File: src/cfrc_pkg.sv
// Shared types, constants and helper functions for the command frame
// receive check block. No dependencies.
`default_nettype none

package cfrc_pkg;

  // Frame delimiters and special ids
  localparam logic [7:0] STX_BYTE     = 8'h02;
  localparam logic [7:0] ETX_BYTE     = 8'h03;
  localparam logic [7:0] BCAST_ID     = 8'hff;
  localparam logic [7:0] MIN_LEN      = 8'd8;
  localparam logic [7:0] ADDR_RST_VAL = 8'h01;

  // Frame status codes
  typedef enum logic [2:0] {
    ST_OK    = 3'd0,
    ST_SHORT = 3'd1,
    ST_ADDR  = 3'd2,
    ST_END   = 3'd3,
    ST_SUM   = 3'd4
  } status_t;

  // Result kinds
  localparam logic KIND_PAYLOAD = 1'b0;
  localparam logic KIND_STATUS  = 1'b1;

  // One input item
  typedef struct packed {
    logic [7:0] rx_byte;
    logic       buffer_end;
  } item_t;

  // One result item
  typedef struct packed {
    logic       kind;
    logic [7:0] command;
    logic [7:0] payload_byte;
    logic [7:0] payload_index;
    status_t    status;
  } result_t;

  // Upper-case ASCII hex digit of a nibble
  function automatic logic [7:0] hex_char(input logic [3:0] nib);
    logic [7:0] nib8;
    nib8 = {4'h0, nib};
    if (nib < 4'd10) begin
      hex_char = 8'h30 + nib8;
    end else begin
      hex_char = 8'h37 + nib8;
    end
  endfunction

endpackage

`default_nettype wire

File: src/command_frame_receive_check_core.sv
// Top level of the command frame receive check: input register, frame check
// logic and result register. Depends on cfrc_pkg and the cfrc_* modules.
`default_nettype none

// Checks STX/ETX command frames arriving one byte per item. The block takes
// one byte every clock cycle while in_stall is low; each byte is decoded
// combinationally between the input register and the result register. A byte
// is captured in the input register, and its result is loaded into the result
// register as the byte moves on; a full result register can hold it back. A
// result held by out_stall keeps the next byte that has a result in the input
// register, which then stalls the input until the result register drains.
// Payload bytes come out as they arrive, and each started frame ends with one
// status item. Byte position and running sum update as each byte moves on.
// The address register may be written only while no byte is in flight.

module command_frame_receive_check_core (
  input  wire logic       clk,
  input  wire logic       rst_n,
  input  wire logic       cfg_we,
  input  wire logic [7:0] cfg_wdata,
  input  wire logic       in_valid,
  output logic            in_stall,
  input  wire logic [7:0] in_rx_byte,
  input  wire logic       in_buffer_end,
  output logic            out_valid,
  input  wire logic       out_stall,
  output logic            out_result_kind,
  output logic [7:0]      out_command,
  output logic [7:0]      out_payload_byte,
  output logic [7:0]      out_payload_index,
  output logic [2:0]      out_status
);
  import cfrc_pkg::*;

  item_t   in_item;
  item_t   s1_item;
  logic    s1_valid;
  logic    advance;
  logic    res_valid;
  result_t res;
  result_t out_res;
  logic    out_free;

  assign in_item.rx_byte    = in_rx_byte;
  assign in_item.buffer_end = in_buffer_end;

  // Input register
  cfrc_in_stage u_in (
    .clk      (clk),
    .rst_n    (rst_n),
    .in_valid (in_valid),
    .in_item  (in_item),
    .in_stall (in_stall),
    .advance  (advance),
    .s1_valid (s1_valid),
    .s1_item  (s1_item)
  );

  // Frame state and checks
  cfrc_frame_check u_check (
    .clk       (clk),
    .rst_n     (rst_n),
    .cfg_we    (cfg_we),
    .cfg_wdata (cfg_wdata),
    .s1_valid  (s1_valid),
    .s1_item   (s1_item),
    .out_free  (out_free),
    .advance   (advance),
    .res_valid (res_valid),
    .res       (res)
  );

  // Result register
  cfrc_out_stage u_out (
    .clk       (clk),
    .rst_n     (rst_n),
    .load      (advance && res_valid),
    .res       (res),
    .out_stall (out_stall),
    .out_free  (out_free),
    .out_valid (out_valid),
    .out_res   (out_res)
  );

  assign out_result_kind   = out_res.kind;
  assign out_command       = out_res.command;
  assign out_payload_byte  = out_res.payload_byte;
  assign out_payload_index = out_res.payload_index;
  assign out_status        = out_res.status;

  // A result never overwrites one that is still held
  a_no_ovwr: assert property (@(posedge clk) disable iff (!rst_n)
    (advance && res_valid) |-> out_free)
    else $error("result register overwritten");

  // Payload items always carry an OK status
  a_pay_st: assert property (@(posedge clk) disable iff (!rst_n)
    (out_valid && out_res.kind == KIND_PAYLOAD) |-> (out_res.status == ST_OK))
    else $error("payload item with nonzero status");

  // Input stalls only when a byte is waiting in the input register
  a_stall_src: assert property (@(posedge clk) disable iff (!rst_n)
    in_stall |-> (s1_valid && res_valid && !out_free))
    else $error("unexpected input stall");

endmodule

`default_nettype wire

File: src/cfrc_in_stage.sv
// Input register of the frame check: captures one item per cycle unless stalled.
// Depends on cfrc_pkg.
`default_nettype none

module cfrc_in_stage (
  input  wire logic           clk,
  input  wire logic           rst_n,
  input  wire logic           in_valid,
  input  wire cfrc_pkg::item_t in_item,
  output logic                in_stall,
  input  wire logic           advance,
  output logic                s1_valid,
  output cfrc_pkg::item_t     s1_item
);
  import cfrc_pkg::*;

  logic  s1_valid_r;
  item_t s1_item_r;

  // Hold the register while its item cannot move on
  assign in_stall = s1_valid_r && !advance;
  assign s1_valid = s1_valid_r;
  assign s1_item  = s1_item_r;

  always_ff @(posedge clk) begin
    if (!rst_n) begin
      s1_valid_r <= 1'b0;
    end else if (in_valid && !in_stall) begin
      s1_valid_r <= 1'b1;
    end else if (advance) begin
      s1_valid_r <= 1'b0;
    end
  end

  // Payload needs no reset
  always_ff @(posedge clk) begin
    if (in_valid && !in_stall) begin
      s1_item_r <= in_item;
    end
  end

endmodule

`default_nettype wire

File: src/cfrc_frame_check.sv
// Frame tracking state and per-byte check logic, plus the address register.
// Depends on cfrc_pkg.
`default_nettype none

module cfrc_frame_check (
  input  wire logic            clk,
  input  wire logic            rst_n,
  input  wire logic            cfg_we,
  input  wire logic [7:0]      cfg_wdata,
  input  wire logic            s1_valid,
  input  wire cfrc_pkg::item_t s1_item,
  input  wire logic            out_free,
  output logic                 advance,
  output logic                 res_valid,
  output cfrc_pkg::result_t    res
);
  import cfrc_pkg::*;

  typedef struct packed {
    logic [7:0] pos;
    logic [7:0] len;
    logic [7:0] id;
    logic [7:0] cmd;
    logic [7:0] sum;
    logic       hex_ok;
    logic       active;
    logic       finished;
  } fstate_t;

  fstate_t    st_r, st_nxt;
  logic [7:0] dev_addr_r;

  logic [7:0] b;
  logic       is_end;
  logic       body;
  logic       status_out;
  status_t    st_code;
  logic       pay_out;

  assign b      = s1_item.rx_byte;
  assign is_end = s1_item.buffer_end;

  // Per-byte decode and next state
  always_comb begin
    st_nxt     = st_r;
    status_out = 1'b0;
    st_code    = ST_OK;
    pay_out    = 1'b0;
    body       = 1'b0;

    if (st_r.finished) begin
      // rest of buffer ignored
    end else if (!st_r.active) begin
      if (b == STX_BYTE) begin
        st_nxt.active = 1'b1;
        st_nxt.pos    = 8'd1;
        if (is_end) begin
          status_out = 1'b1;
          st_code    = ST_SHORT;
        end
      end else begin
        st_nxt.finished = 1'b1;
      end
    end else begin
      if (st_r.pos == 8'd1) begin
        st_nxt.len = b;
        st_nxt.sum = b;
        if (b < MIN_LEN) begin
          status_out = 1'b1;
          st_code    = ST_SHORT;
        end
      end else begin
        // len is at least MIN_LEN here, so len-4 does not wrap
        body = (st_r.pos <= st_r.len - 8'd4);
        if (body) begin
          st_nxt.sum = st_r.sum + b;
        end
        if (st_r.pos == 8'd3) begin
          st_nxt.id = b;
        end
        if (st_r.pos == 8'd4) begin
          st_nxt.cmd = b;
        end
        if (st_r.pos >= 8'd5 && body) begin
          pay_out = 1'b1;
        end else if (st_r.pos == st_r.len - 8'd3) begin
          st_nxt.hex_ok = (b == hex_char(st_r.sum[7:4]));
        end else if (st_r.pos == st_r.len - 8'd2) begin
          st_nxt.hex_ok = st_r.hex_ok && (b == hex_char(st_r.sum[3:0]));
        end else if (st_r.pos == st_r.len - 8'd1) begin
          status_out = 1'b1;
          if (st_r.id != BCAST_ID && st_r.id != dev_addr_r) begin
            st_code = ST_ADDR;
          end else if (st_r.id != BCAST_ID && b != ETX_BYTE) begin
            st_code = ST_END;
          end else if (!st_r.hex_ok) begin
            st_code = ST_SUM;
          end else begin
            st_code = ST_OK;
          end
        end
      end

      // early buffer end overrides a payload result
      if (!status_out && is_end) begin
        status_out = 1'b1;
        st_code    = ST_SHORT;
      end
      if (status_out) begin
        st_nxt.active   = 1'b0;
        st_nxt.finished = 1'b1;
      end else begin
        st_nxt.pos = st_r.pos + 8'd1;
      end
    end

    // Result from this byte, command after this byte's update
    res_valid         = status_out || pay_out;
    res.command       = st_nxt.cmd;
    res.kind          = status_out ? KIND_STATUS : KIND_PAYLOAD;
    res.payload_byte  = status_out ? 8'h00 : b;
    res.payload_index = status_out ? 8'h00 : (st_r.pos - 8'd5);
    res.status        = status_out ? st_code : ST_OK;

    // buffer end clears all frame state
    if (is_end) begin
      st_nxt = '0;
    end
  end

  // Byte moves on unless its result finds the output register full
  assign advance = s1_valid && (!res_valid || out_free);

  always_ff @(posedge clk) begin
    if (!rst_n) begin
      st_r       <= '0;
      dev_addr_r <= ADDR_RST_VAL;
    end else begin
      if (advance) begin
        st_r <= st_nxt;
      end
      if (cfg_we) begin
        dev_addr_r <= cfg_wdata;
      end
    end
  end

  // A frame is never both in progress and done
  a_act_fin: assert property (@(posedge clk) disable iff (!rst_n)
    !(st_r.active && st_r.finished))
    else $error("frame active and finished together");

  // Past the length byte, a live frame always has a legal length
  a_len_ok: assert property (@(posedge clk) disable iff (!rst_n)
    (st_r.active && st_r.pos > 8'd1) |-> (st_r.len >= MIN_LEN))
    else $error("active frame with short length");

  // Position stays below the end of a maximal frame
  a_pos_rng: assert property (@(posedge clk) disable iff (!rst_n)
    st_r.active |-> (st_r.pos != 8'hff))
    else $error("byte position overflow");

endmodule

`default_nettype wire

File: src/cfrc_out_stage.sv
// Result register of the frame check: holds one result until taken.
// Depends on cfrc_pkg.
`default_nettype none

module cfrc_out_stage (
  input  wire logic              clk,
  input  wire logic              rst_n,
  input  wire logic              load,
  input  wire cfrc_pkg::result_t res,
  input  wire logic              out_stall,
  output logic                   out_free,
  output logic                   out_valid,
  output cfrc_pkg::result_t      out_res
);
  import cfrc_pkg::*;

  logic    out_valid_r;
  result_t out_res_r;

  // Register can take a new result when empty or being drained
  assign out_free  = !out_valid_r || !out_stall;
  assign out_valid = out_valid_r;
  assign out_res   = out_res_r;

  always_ff @(posedge clk) begin
    if (!rst_n) begin
      out_valid_r <= 1'b0;
    end else if (out_free) begin
      out_valid_r <= load;
    end
  end

  always_ff @(posedge clk) begin
    if (load && out_free) begin
      out_res_r <= res;
    end
  end

endmodule

`default_nettype wire

File: config.mk
export PLATFORM = sky130hd
export DESIGN_NAME = command_frame_receive_check_core
export DESIGN_NICKNAME = d
export VERILOG_FILES = /design/src/cfrc_pkg.sv /design/src/command_frame_receive_check_core.sv /design/src/cfrc_in_stage.sv /design/src/cfrc_frame_check.sv /design/src/cfrc_out_stage.sv
export SDC_FILE = /design/constraint.sdc
export NUM_CORES = 1
export LEC_CHECK = 0
export ABC_CLOCK_PERIOD_IN_PS = 10800
export BUFFER_PORTS_ARGS = -buffer_cell sky130_fd_sc_hd__buf_2
export CORE_MARGIN = 2
export CORE_UTILIZATION = 35
export CTS_CLUSTER_DIAMETER = 120
export DETAILED_ROUTE_END_ITERATION = 8
export PLACE_DENSITY = 0.52
export RECOVER_POWER = 50
export SKIP_LAST_GASP = 1
export SYNTH_ARGS = -nofsm -noshare
export SYNTH_HDL_FRONTEND = slang
export SYNTH_SLANG_ARGS = --single-unit
File: constraint.sdc
create_clock -name clk -period 10.8 [get_ports clk]
set_input_delay 2.16 -clock clk [delete_from_list [all_inputs] [get_ports clk]]
set_output_delay 2.16 -clock clk [all_outputs]
set_load 0.01 [all_outputs]
==> reports/results.txt <==
The run finished, with violations left. The checks that failed: max-capacitance violations, max-slew violations. The synthesized netlist net count was 687. In the final layout, the share of cells above drive strength 1 is 8.084%.

Number of antenna violations at the first check in global routing: 1. The power per cell area is 114.1 nW/µm², and the number of max-cap violations is 1. Once layout is done, the placed cells without fillers occupy 6300 µm².

Entering global routing, the biggest net connects 56 pins. The busiest layer in global routing was met2. The met2 usage in global routing was 27.92%. The clock-pin slew on the worst setup and hold paths came out at 0.07 ns. Once layout is complete, the utilization of the core stands at 39.52%. For the area of the mapped netlist, the log shows 5713 µm². Summing all flip-flop and latch instances after layout gives 2172 µm². The number of buffer and inverter instances along the worst setup path is 3, and the x dimension of the die is 131.8 µm. Data on the critical path arrives at its endpoint at 4.31 ns.

In the post-route analysis, the smallest setup slack over all paths is 4.331 ns. Relative to the synthesized area, the layout overhead comes to 10.27%. Async set-reset flop share out of synthesis: 0%. The top cell types in the final layout, fill and taps aside, are sky130_fd_sc_hd__nand2_1 (103), sky130_fd_sc_hd__dfxtp_1 (53), sky130_fd_sc_hd__mux2i_1 (44).

Setup violations remaining at the end of the flow were counted as 0. The remaining antenna violation count was 0. Count of final hold-check violations: 0. Initial core utilization: 35.83%. Sequential fraction of the synthesis area: 38.02%. Met1 track demand over resource: 22.59%.

The tools report the kind of start point of the critical path as a register. The logs give 4 for the first-pass iteration count of the detailed router and 3211 µm² for the area occupied by multi-input gates. The signal on the critical path passes through inv_1 -> ha_1 -> nor3b_1 -> xnor2_1 -> ha_1 -> o21ai_0 -> nor2_1 -> nor4bb_1 -> o21ai_0 -> o311a_1 -> a221oi_1 -> nand4_1 -> inv_1 -> buf_2. The global-route wire length before repair is 23.42 mm, and the static leakage power is 2.306 nW. For this run, the slowest stage of the critical path takes 0.44 ns. Before CTS, the worst setup slack after placement is 4.759 ns.

The post-route clock skew came out at 0.008674 ns. The floorplan core area was 15940 µm². Minimum clock period after layout: 6.469 ns. The top cell family by delay on the critical path is compound AO/OA/AOI/OAI gates.

The final layout contains 713 nets. Once the clock tree was built, the setup fixing pass inserted 0 buffers. The maximum level of the CTS H-tree was 3; the cell area after placement was 6070 µm². In the global route stage, met3 resource usage came out at 2.115%. The maximum clock frequency was 154.6 MHz. Most common cell after layout, fill and taps aside: sky130_fd_sc_hd__nand2_1. The number of flops mapped to enable cells by yosys was 37.

Summed over all nets, the half-perimeter wirelength after detailed placement is 10.32 mm. The gate count of the mapped netlist came out at 637. The floorplan has 46 rows. The worst pin sits at a relative slew slack of -66.07%. The tools report the number of CTS-inserted buffers as 9. In this run the mean area of a mapped cell was 8.969 µm². For the pin with the worst max-slew slack, the measured transition is 2.491 ns. The sum of routed wire length over all layers is 14.43 mm. Share of Yosys cell area claimed by the top area cell type: 19.45%. The most used flip-flop cell after synthesis is sky130_fd_sc_hd__dfxtp_1. Dividing the final minimum period by the clock period gives 59.90%. For the via count of the first global-routing pass, the log shows 4507. The first routing iteration left 250 violations. The required time of the critical path is 8.64 ns, and the quantity of I/O buffers inserted on ports is 51.

Dividing the detail-routed wire length by the instance count gives 16.32 µm. The count of synthesis-stage warnings from yosys was 0. Buffers inserted to repair hold after CTS numbered 0. Pin placement for this block handled 52 I/O pins.

For the maximum vdd drop, the log shows 0.07016 mV. The congestion estimate from routability-driven global placement came to 0.9140. Clock sink count: 90.

The vertical extent of the die was 131.8 µm; the remaining routing DRC violations was 0. Type of the most critical hold path: register to register. The class of the most critical setup path was register to output pin. Counting along the longest clock path gives a buffer depth of 2.

Global routing consumed, over all layers together, 16.93% of the routing resources. The clock reaches the later pin of the worst-skew pair after 0.35 ns. The via count came out at 4544.

Counting flops and latches in the post-synthesis netlist gives 90. The final number of max-transition violations was 56. The number of unique standard cell types used by synthesis was 68.

In this run the clock root is driven by a sky130_fd_sc_hd__clkbuf_16. The setup TNS is 0 ns. The tools report the number of resized instances in the post-cts repair step as 0. Using the TritonRoute via totals, the vias-per-cell ratio works out to 5.140. Setup repair after global routing left no endpoint under its margin. The most area-hungry cell type in the Yosys netlist was sky130_fd_sc_hd__edfxtp_1.

For the number of fillers in the final layout, the log shows 1625. The largest individual stage delay along the critical path comes from the cell sky130_fd_sc_hd__a221oi_1. The element type at the critical path end is an output pin.

The maximum fanout encountered on the critical timing path came out at 9. The total grt overflow is 0, and the die area is 17360 µm². In the post-synthesis netlist, the biggest area contributors are sky130_fd_sc_hd__edfxtp_1 (19%), sky130_fd_sc_hd__dfxtp_1 (19%), sky130_fd_sc_hd__mux2i_1 (7.7%), sky130_fd_sc_hd__nand2_1 (6.8%), sky130_fd_sc_hd__ha_1 (5.9%).

TritonCTS built the clock tree. The final antenna diode count came out at 0.
tightest hold or removal path, cell delays in order (launching register included):
cell	delay [ns]
sky130_fd_sc_hd__dfxtp_1	0.33
sky130_fd_sc_hd__nand2_1	0.06
sky130_fd_sc_hd__mux2i_1	0.05
state kept, by name, summed over array words and instances (netlist names):
| signal | count |
|---|---|
| u_check.dev_addr_r | 8 |
| u_check.st_r | 43 |
| u_in.s1_item | 9 |
| u_in.s1_valid | 1 |
| u_out.out_res | 28 |
| u_out.out_valid | 1 |
metrics by stage:
step                hold WS [ns]  std cells   power, W
floorplan                 0.4517        637  0.0004082
CTS                       0.4885        884  0.0007280
finish                    0.4906        884  0.0007190
global placement          0.4726        868  0.0004233
global route              0.5049        884  0.0007448
detailed placement        0.4767        868  0.0004242
cell families (layout without fill, tap and decap cells):
group	Yosys count	in the layout	share of synthesized area, %
adder cells (fa/ha/maj)	28	28	6.264
multiplexers	45	45	7.972
flip-flops	90	90	38.02
XOR/XNOR	49	49	7.512
AND/OR/NAND/NOR	241	241	21.73
AO/OA/AOI/OAI	110	110	12.86
buffers and inverters	74	105	5.650
cell type report:
class / count / share of cell area [%]
sequential: 90 / 34.48
clock buffer: 10 / 3.635
clock inverter: 6 / 0.7746
inverter: 35 / 2.085
multi-input combinational: 473 / 50.96
tap: 216 / 4.290
timing repair buffer: 54 / 3.774
power by group:
group / switching (W) / total [W] / internal, W
logic: 0.0000239 / 0.0000444 / 0.0000205
registers: 0.0000135 / 0.000371 / 0.000358
clock network: 0.000145 / 0.000303 / 0.000159
cell usage after synthesis (16+ instances only):
library cell / instances
sky130_fd_sc_hd__a21oi_1: 16
sky130_fd_sc_hd__and2_1: 16
sky130_fd_sc_hd__clkbuf_1: 24
sky130_fd_sc_hd__dfxtp_1: 53
sky130_fd_sc_hd__edfxtp_1: 37
sky130_fd_sc_hd__ha_1: 27
sky130_fd_sc_hd__inv_1: 34
sky130_fd_sc_hd__mux2i_1: 44
sky130_fd_sc_hd__nand2_1: 103
sky130_fd_sc_hd__nor2_1: 30
sky130_fd_sc_hd__nor2b_1: 22
sky130_fd_sc_hd__o21ai_0: 35
sky130_fd_sc_hd__xnor2_1: 35
per-layer routing:
layer / wire, µm / vias to the layer above
met3: 481 / 21
met5: 0 / -
li1: - / 2279
met1: 6885 / 2176
met4: 319 / 0
met2: 6743 / 68
worst paths after layout:
path | cells after the start | to | slack (ns) | from
min reg2reg | 2 | u_check.st_r[2] | 0.49 | u_check.st_r[2]
max | 14 | in_stall | 4.33 | u_check.st_r[29]
max reg2reg | 13 | u_check.st_r[10] | 5.56 | u_check.st_r[29]
min | 2 | u_check.st_r[2] | 0.49 | u_check.st_r[2]
No activity file was read; power rests on OpenSTA's default activity.
